### src/sv/wv1d_pkg.sv
// Shared constants, codes and helpers for the 1-D wave equation stepper.
`default_nettype none

package wv1d_pkg;

    localparam int MAX_POINTS = 32;
    localparam int MIN_POINTS = 3;
    localparam int FRAC_BITS  = 16;

    localparam int DATA_W  = 32;
    localparam int IDX_W   = $clog2(MAX_POINTS);
    localparam int CNT_W   = $clog2(MAX_POINTS + 1);
    localparam int CSQ_W   = 18;
    localparam int NPTS_W  = 6;
    localparam int LVL_W   = 16;
    localparam int LAP_W   = DATA_W + 3;
    localparam int PROD_W  = LAP_W + CSQ_W + 1;
    localparam int SUM_W   = DATA_W + 8;
    localparam int ADDR_W  = 3;
    localparam int PDATA_W = 32;

    localparam logic [CSQ_W-1:0]  CSQ_RESET  = CSQ_W'(16384);
    localparam logic [NPTS_W-1:0] NPTS_RESET = NPTS_W'(5);
    localparam logic [LVL_W-1:0]  LVL_MAX    = '1;

    // Command codes
    localparam logic CMD_LOAD = 1'b0;
    localparam logic CMD_STEP = 1'b1;

    // Register select, taken from paddr[2]
    localparam logic REG_COURANT = 1'b0;
    localparam logic REG_NPTS    = 1'b1;

    // Clamp the configured grid size to the supported range.
    function automatic logic [CNT_W-1:0] npts_clamp(input logic [NPTS_W-1:0] v);
        logic [CNT_W-1:0] r;
        if (int'(v) < MIN_POINTS)
            r = CNT_W'(MIN_POINTS);
        else if (int'(v) > MAX_POINTS)
            r = CNT_W'(MAX_POINTS);
        else
            r = CNT_W'(v);
        return r;
    endfunction

endpackage

`default_nettype wire

### src/sv/wave_1d_explicit_stepper_core.sv
// Top level: explicit finite-difference stepper for the 1-D wave equation.
//
//  channel   | handshake            | payload
//  ----------+----------------------+-------------------------------------------
//  request   | start / busy         | cmd, position, sample
//  result    | strobe (one cycle)   | time_level, point, displacement, last
//  config    | APB psel/penable     | paddr, pwdata, prdata (courant_sq, num_points)
//
// A load request writes the row memory directly and busy stays low. A step
// request sweeps the row through one shared lap/multiply/accumulate pipeline
// at one point a cycle; it holds busy until the last point has been computed,
// reading from the single read port of each row memory into the pipeline.
// The result receiver cannot stall; results leave one per cycle. Reset clears
// the control state and the time counter; row memories are not cleared.
`default_nettype none

module wave_1d_explicit_stepper_core
    import wv1d_pkg::*;
(
    input  wire logic                     clk,
    input  wire logic                     rst_n,
    // request channel
    input  wire logic                     start,
    output      logic                     busy,
    input  wire logic                     cmd,
    input  wire logic [4:0]               position,
    input  wire logic signed [DATA_W-1:0] sample,
    // result channel
    output      logic                     strobe,
    output      logic [LVL_W-1:0]         time_level,
    output      logic [4:0]               point,
    output      logic signed [DATA_W-1:0] displacement,
    output      logic                     last,
    // configuration
    input  wire logic                     psel,
    input  wire logic                     penable,
    input  wire logic                     pwrite,
    input  wire logic [ADDR_W-1:0]        paddr,
    input  wire logic [PDATA_W-1:0]       pwdata,
    output      logic [PDATA_W-1:0]       prdata,
    output      logic                     pready
);

    localparam logic ST_IDLE = 1'b0;
    localparam logic ST_RUN  = 1'b1;

    // configuration registers
    logic [CSQ_W-1:0]  csq_reg;
    logic [NPTS_W-1:0] npts_cfg_reg;

    // sequencer
    logic              state_reg, state_next;
    logic [CNT_W-1:0]  rd_idx_reg, rd_idx_next;
    logic [CNT_W-1:0]  npts_reg;
    logic [LVL_W-1:0]  step_cnt_reg, step_cnt_next;
    logic              first_reg;

    // row memories
    logic signed [DATA_W-1:0] cur_mem  [MAX_POINTS];
    logic signed [DATA_W-1:0] prev_mem [MAX_POINTS];
    logic signed [DATA_W-1:0] cur_rd_reg, prev_rd_reg;
    logic                     cur_we;
    logic [IDX_W-1:0]         cur_wa;
    logic signed [DATA_W-1:0] cur_wd;

    // pipeline
    logic                     s1_vld_reg, s2_vld_reg, s3_vld_reg;
    logic [CNT_W-1:0]         s1_idx_reg;
    logic signed [DATA_W-1:0] up1_reg, u0_reg, p1_reg;
    logic signed [LAP_W-1:0]  lap_reg;
    logic signed [DATA_W-1:0] u2_reg, p2_reg, u3_reg, p3_reg;
    logic [IDX_W-1:0]         i2_reg, i3_reg;
    logic signed [PROD_W-1:0] prod_reg;

    // output registers
    logic                     strobe_reg, last_reg;
    logic [LVL_W-1:0]         lvl_reg;
    logic [IDX_W-1:0]         point_reg;
    logic signed [DATA_W-1:0] disp_reg;

    logic                     accept, load_acc, step_acc, issue, cfg_wr, row_done;
    logic [CNT_W-1:0]         npts_m1;
    logic [CNT_W-1:0]         s1_center;
    logic signed [LAP_W-1:0]  lap_calc;
    logic signed [PROD_W-1:0] prod_sh_first, prod_sh_next;
    logic signed [SUM_W-1:0]  u3_ext, p3_ext, sum_first, sum_next, sum_sel;
    logic signed [DATA_W-1:0] sat_val, res_val;
    logic                     is_edge;

    assign busy     = (state_reg == ST_RUN);
    assign accept   = start && !busy;
    assign load_acc = accept && (cmd == CMD_LOAD);
    assign step_acc = accept && (cmd == CMD_STEP);
    assign issue    = (state_reg == ST_RUN) && (rd_idx_reg <= npts_reg);
    assign npts_m1  = CNT_W'(npts_reg - 1'b1);
    assign row_done = s3_vld_reg && (i3_reg == npts_m1[IDX_W-1:0]);

    // ---------------- configuration port ----------------
    assign pready = 1'b1;
    assign cfg_wr = psel && penable && pwrite && pready;

    always_comb
    begin
        unique case (paddr[2])
            REG_COURANT: prdata = PDATA_W'(csq_reg);
            REG_NPTS:    prdata = PDATA_W'(npts_cfg_reg);
            default:     prdata = '0;
        endcase
    end

    always_ff @(posedge clk or negedge rst_n)
    begin
        if (!rst_n)
        begin
            csq_reg      <= CSQ_RESET;
            npts_cfg_reg <= NPTS_RESET;
        end
        else if (cfg_wr)
        begin
            unique case (paddr[2])
                REG_COURANT: csq_reg      <= pwdata[CSQ_W-1:0];
                REG_NPTS:    npts_cfg_reg <= pwdata[NPTS_W-1:0];
                default:     ;
            endcase
        end
    end

    // ---------------- sequencer ----------------
    always_comb
    begin
        state_next    = state_reg;
        rd_idx_next   = rd_idx_reg;
        step_cnt_next = step_cnt_reg;
        unique case (state_reg)
            ST_IDLE:
            begin
                if (load_acc)
                    step_cnt_next = '0;
                else if (step_acc)
                begin
                    state_next  = ST_RUN;
                    rd_idx_next = '0;
                    if (step_cnt_reg != LVL_MAX)
                        step_cnt_next = step_cnt_reg + 1'b1;
                end
            end
            ST_RUN:
            begin
                if (issue)
                    rd_idx_next = rd_idx_reg + 1'b1;
                if (row_done)
                    state_next = ST_IDLE;
            end
            default: state_next = ST_IDLE;
        endcase
    end

    always_ff @(posedge clk or negedge rst_n)
    begin
        if (!rst_n)
        begin
            state_reg    <= ST_IDLE;
            rd_idx_reg   <= '0;
            step_cnt_reg <= '0;
            npts_reg     <= CNT_W'(MIN_POINTS);
            first_reg    <= 1'b0;
        end
        else
        begin
            state_reg    <= state_next;
            rd_idx_reg   <= rd_idx_next;
            step_cnt_reg <= step_cnt_next;
            if (step_acc)
            begin
                npts_reg  <= npts_clamp(npts_cfg_reg);
                first_reg <= (step_cnt_reg == '0);
            end
        end
    end

    // ---------------- row memories ----------------
    always_comb
    begin
        if (load_acc)
        begin
            cur_we = 1'b1;
            cur_wa = IDX_W'(position);
            cur_wd = sample;
        end
        else
        begin
            cur_we = s3_vld_reg;
            cur_wa = i3_reg;
            cur_wd = res_val;
        end
    end

    always_ff @(posedge clk)
    begin
        if (cur_we)
            cur_mem[cur_wa] <= cur_wd;
        cur_rd_reg <= cur_mem[rd_idx_reg[IDX_W-1:0]];
    end

    always_ff @(posedge clk)
    begin
        if (s3_vld_reg)
            prev_mem[i3_reg] <= u3_reg;
        prev_rd_reg <= prev_mem[rd_idx_reg[IDX_W-1:0]];
    end

    // ---------------- shared datapath ----------------
    // Window before the shift holds cur[k-1], cur[k-2]; read data is cur[k].
    assign lap_calc = LAP_W'(cur_rd_reg) - (LAP_W'(up1_reg) <<< 1) + LAP_W'(u0_reg);
    assign s1_center = CNT_W'(s1_idx_reg - 1'b1);

    always_ff @(posedge clk or negedge rst_n)
    begin
        if (!rst_n)
        begin
            s1_vld_reg <= 1'b0;
            s2_vld_reg <= 1'b0;
            s3_vld_reg <= 1'b0;
            strobe_reg <= 1'b0;
        end
        else
        begin
            s1_vld_reg <= issue;
            s2_vld_reg <= s1_vld_reg && (s1_idx_reg != '0);
            s3_vld_reg <= s2_vld_reg;
            strobe_reg <= s3_vld_reg;
        end
    end

    always_ff @(posedge clk)
    begin
        s1_idx_reg <= rd_idx_reg;
        if (s1_vld_reg)
        begin
            up1_reg <= cur_rd_reg;
            u0_reg  <= up1_reg;
            p1_reg  <= prev_rd_reg;
            lap_reg <= lap_calc;
            u2_reg  <= up1_reg;
            p2_reg  <= p1_reg;
            i2_reg  <= s1_center[IDX_W-1:0];
        end
        prod_reg <= PROD_W'(lap_reg * $signed({1'b0, csq_reg}));
        u3_reg   <= u2_reg;
        p3_reg   <= p2_reg;
        i3_reg   <= i2_reg;
    end

    // Arithmetic shift gives floor division by a power of two.
    assign prod_sh_first = prod_reg >>> (FRAC_BITS + 1);
    assign prod_sh_next  = prod_reg >>> FRAC_BITS;
    assign u3_ext        = SUM_W'(u3_reg);
    assign p3_ext        = SUM_W'(p3_reg);
    assign sum_first     = u3_ext + prod_sh_first[SUM_W-1:0];
    assign sum_next      = (u3_ext <<< 1) - p3_ext + prod_sh_next[SUM_W-1:0];
    assign sum_sel       = first_reg ? sum_first : sum_next;

    always_comb
    begin
        if (sum_sel[SUM_W-1:DATA_W-1] == '0 || sum_sel[SUM_W-1:DATA_W-1] == '1)
            sat_val = sum_sel[DATA_W-1:0];
        else if (sum_sel[SUM_W-1])
            sat_val = {1'b1, {(DATA_W-1){1'b0}}};
        else
            sat_val = {1'b0, {(DATA_W-1){1'b1}}};
    end

    // Force both end points to zero.
    assign is_edge = (i3_reg == '0) || (i3_reg == npts_m1[IDX_W-1:0]);
    assign res_val = is_edge ? '0 : sat_val;

    always_ff @(posedge clk)
    begin
        lvl_reg   <= step_cnt_reg;
        point_reg <= i3_reg;
        disp_reg  <= res_val;
        last_reg  <= row_done;
    end

    assign strobe       = strobe_reg;
    assign time_level   = lvl_reg;
    assign point        = point_reg;
    assign displacement = disp_reg;
    assign last         = last_reg;

    // ---------------- assertions ----------------
    a_mid_row_busy: assert property (@(posedge clk) disable iff (!rst_n)
        strobe && !last |-> busy)
        else $error("result mid-row while sequencer idle");

    a_step_goes_busy: assert property (@(posedge clk) disable iff (!rst_n)
        start && !busy && cmd == CMD_STEP |=> busy)
        else $error("step request did not start the sweep");

    a_last_point: assert property (@(posedge clk) disable iff (!rst_n)
        strobe && last |-> point == npts_m1[IDX_W-1:0])
        else $error("last flag on wrong grid point");

    a_level_nonzero: assert property (@(posedge clk) disable iff (!rst_n)
        strobe |-> time_level != '0)
        else $error("row emitted with zero time level");

endmodule

`default_nettype wire

### config.mk
export PLATFORM = sky130hd
export DESIGN_NAME = wave_1d_explicit_stepper_core
export DESIGN_NICKNAME = d
export VERILOG_FILES = /design/src/sv/wv1d_pkg.sv /design/src/sv/wave_1d_explicit_stepper_core.sv
export SDC_FILE = /design/constraint.sdc
export NUM_CORES = 2
export LEC_CHECK = 0
export BUFFER_PORTS_ARGS = -buffer_cell sky130_fd_sc_hd__buf_2
export CORE_AREA = 10 10 505 507
export CTS_CLUSTER_SIZE = 10
export DETAILED_ROUTE_END_ITERATION = 12
export DIE_AREA = 0 0 515 517
export PLACE_DENSITY = 0.65
export SETUP_SLACK_MARGIN = 0.02
export SLEW_MARGIN = 25
export SYNTH_ARGS = -nofsm -noshare
export SYNTH_HDL_FRONTEND = slang
export SYNTH_SLANG_ARGS = --single-unit
### constraint.sdc
create_clock -name clk -period 21.3 [get_ports clk]
set_clock_uncertainty 0.2 [all_clocks]
set_input_delay 5.325 -clock clk [delete_from_list [all_inputs] [get_ports clk]]
set_output_delay 5.325 -clock clk [all_outputs]
set_load 0.02 [all_outputs]
==> flow_summary.yaml <==
finish:
  drive_above_1_share: 0.198
  area_growth_pct: 12.0
  fillCellCount: 18900
  final_nets: 8856
clocking:
  clk_path_buf_depth: 4
  h-tree-depth: 5
  ctsHoldBuffers: 0
  worstSkewPairLatency_ns: 0.97
  cts_num_sinks: 2505
  tritoncts: "done"
  root_buffer: "clkbuf_16"
  cts-resized-gates: 0
  postCtsSetupBuffers: 0
  numCtsBuffers: 309
  cts.clk_slew.worst_paths_ns: 0.05
setup_path:
  cp_max_fo: 20
  startpoint_type: "input pin"
  cp_common_cell: "buf_2"
  slowest_delay_ns: 0.38
  critPathBufInv: 2
  worstSetupPathType: "input pin to primary output"
  cp_data_required_time_ns: 15.78
  worstPathCellList: "buf_2 > mux2_2 > buf_2"
  cp-end-kind: "primary output"
  cp.arrival_ns: 6.17
  crit_family: "buffers and inverters"
  reg2reg_from: "csq_reg[14]$_DFFE_PN1P_"
  startpoint: "paddr[2]"
  slowest_stage: "mux2_2"
synth:
  synth.area.mux_share: 0.128
  ys_seq_area_frac: 0.597
  synth_cells: 7544
  synth_warnings: 0
  synth-seq-cells: 2505
  synth_fa_ha_area_frac: 0.137
  synth-edff-count: 2216
  ys_types: 105
  async_flop_share: 0.0232
  synth-compound-area-share: 0.0321
  synth_flop_cell: "edfxtp_1"
  yosysTopAreaCell: "edfxtp_1"
  synthSimpleGateAreaFrac: 0.0525
  synth_area_leaders: "edfxtp_1, mux4_2, fa_1, dfxtp_1, inv_1"
  synth_area_per_cell_sq_um: 16.1
  yosysTopAreaCellShare: 0.547
  synth_xor_area_frac: 0.0107
  synth_top_family_by_area: "adder cells"
  synthesis.area_sq_um: 122000
timing:
  report.final.hold_viol_count: 0
  postLayoutSetupSlackWorst_ns: 9.61
  layout_worst_path_cycle_share: 0.549
  rsz0062_at_grt: "no"
  tns_ns: 0
  worst_slew_pin_slew_ns: 1.05
  slew_headroom: 0.297
  clock.fmax_mhz: 85.5
  finalCriticalPeriod_ns: 11.69
  drv_slew: 0
  setup_violations: 0
floorplanning:
  die_h_microns: 517
  dieArea_sq_um: 266000
  start_util: 0.497
  die_x_microns: 515
  rows: 182
  io_pins: 168
  core-area_sq_um: 245000
placement:
  io_buffers: 136
  dp_slack_ns: 9.60
  routabilityCongestion: 0.895
  dpl.hpwl_microns: 196000
grt:
  track_usage: 0.233
  grt_pass1_wl_microns: 458000
  antenna_found_initial: 26
  grt_pass1_vias: 68500
  grt_overflow_total: 0
  grt_max_degree: 153
detailed_routing:
  viasPerCell: 5.82
  wl_per_cell_microns: 27.4
  drc: 0
  vias: 65800
  top_layer: "met5"
  dr_wl_met3_microns: 22400
  drtIter0Drc: 6525
  wirelength_microns: 309000
  wl_met2_microns: 152000
  firstDrtPassIters: 5
  met1_length_microns: 124000
  drtAntennaViolNets: 0
hold_path:
  hold_class: "flip-flop to flip-flop"
  min_from: "p2_reg[17]$_DFFE_PP_"
flow_run:
  drv_cap: 0
run_status:
  status: "complete, no violations"
==> cell usage in the layout, fill, tap and decap left out, types with 12 or more instances in the layout <==
cell type and instances:
edfxtp_1 2216, inv_1 1033, fa_1 675, mux4_2 640, nand2_1 466, and2_1 337
clkbuf_16 318, ha_1 250, dfxtp_1 227, buf_4 175, nor2_1 160, clkbuf_1 158
a21oi_1 151, buf_2 136, xnor2_1 98, mux2_2 95, o21ai_0 94, a21o_1 68
nor2_4 64, xor2_1 51, diode_2 42, nand4_1 42, nand3_1 42, dfrtp_1 42
nor2b_1 29, a221oi_2 29, nor3_1 25, o211ai_1 21, o21ai_1 21, or3_1 18
o21bai_1 18, o21a_1 17, nand2b_1 17, o21ai_4 17, and3_1 16, conb_1 15
a211oi_1 12
==> per-stage QoR <==
| step | util | std cells | area (sq um) | hold WS (ns) |
|---|---|---|---|---|
| CTS | 0.556 | 11300 | 136000 | 0.119 |
| global route | 0.557 | 11300 | 136000 | 0.121 |
| detailed placement | 0.519 | 10800 | 127000 | 0.128 |
| finish | 0.557 | 11300 | 136000 | 0.125 |
| floorplan | - | 7557 | 122000 | 0.123 |
| global placement | 0.519 | 10800 | 127000 | 0.124 |
==> routing by layer <==
layer,vias up,GRT usage
met3,489,0.0391
met1,34900,0.321
li1,27900,-
met4,4,0.0740
met5,-,0
met2,2547,0.382
==> final timing paths <==
kind                                           to  cells after the start  slack, ns
setup / recovery                        prdata[0]                      3       9.61
hold / removal                 p3_reg[17]$_DFF_P_                      0       0.13
setup reg to reg             prod_reg[52]$_DFF_P_                     21      12.92
hold reg to reg                p3_reg[17]$_DFF_P_                      0       0.13
max in group asynchronous    s1_vld_reg$_DFF_PN0_                      2      15.95
min in group asynchronous  csq_reg[9]$_DFFE_PN0P_                      2       4.37
==> area by class of cell <==
class | instances | area (sq um) | area share
Clock buffer | 479 | 8590 | 0.0630
Tap cell | 3220 | 4030 | 0.0296
Multi-Input combinational cell | 3679 | 44600 | 0.327
Timing Repair Buffer | 321 | 2160 | 0.0159
Clock inverter | 18 | 260 | 0.00191
Inverter | 1036 | 3890 | 0.0285
Antenna cell | 42 | 105 | 0.000771
Sequential cell | 2505 | 72700 | 0.533
==> synthesized netlist by cell type, types with 98 or more instances <==
master,instances
nor2_1,224
and2_1,337
inv_1,1034
nand2_1,466
xnor2_1,98
edfxtp_1,2216
mux4_2,640
clkbuf_1,254
fa_1,675
ha_1,250
dfxtp_1,231
a21oi_1,152
==> kinds of logic after synthesis <==
group | after synthesis
and+or+nand+nor | 1286
AOI/OAI and AO/OA | 565
muxes | 739
adders and majority gates | 925
other | 2
DFF | 2505
buffers and inverters | 1373
xor gates and xnor gates | 149
Power is not shown: default switching activity piles up to over one toggle a cycle in this logic, so the estimate is an artifact.
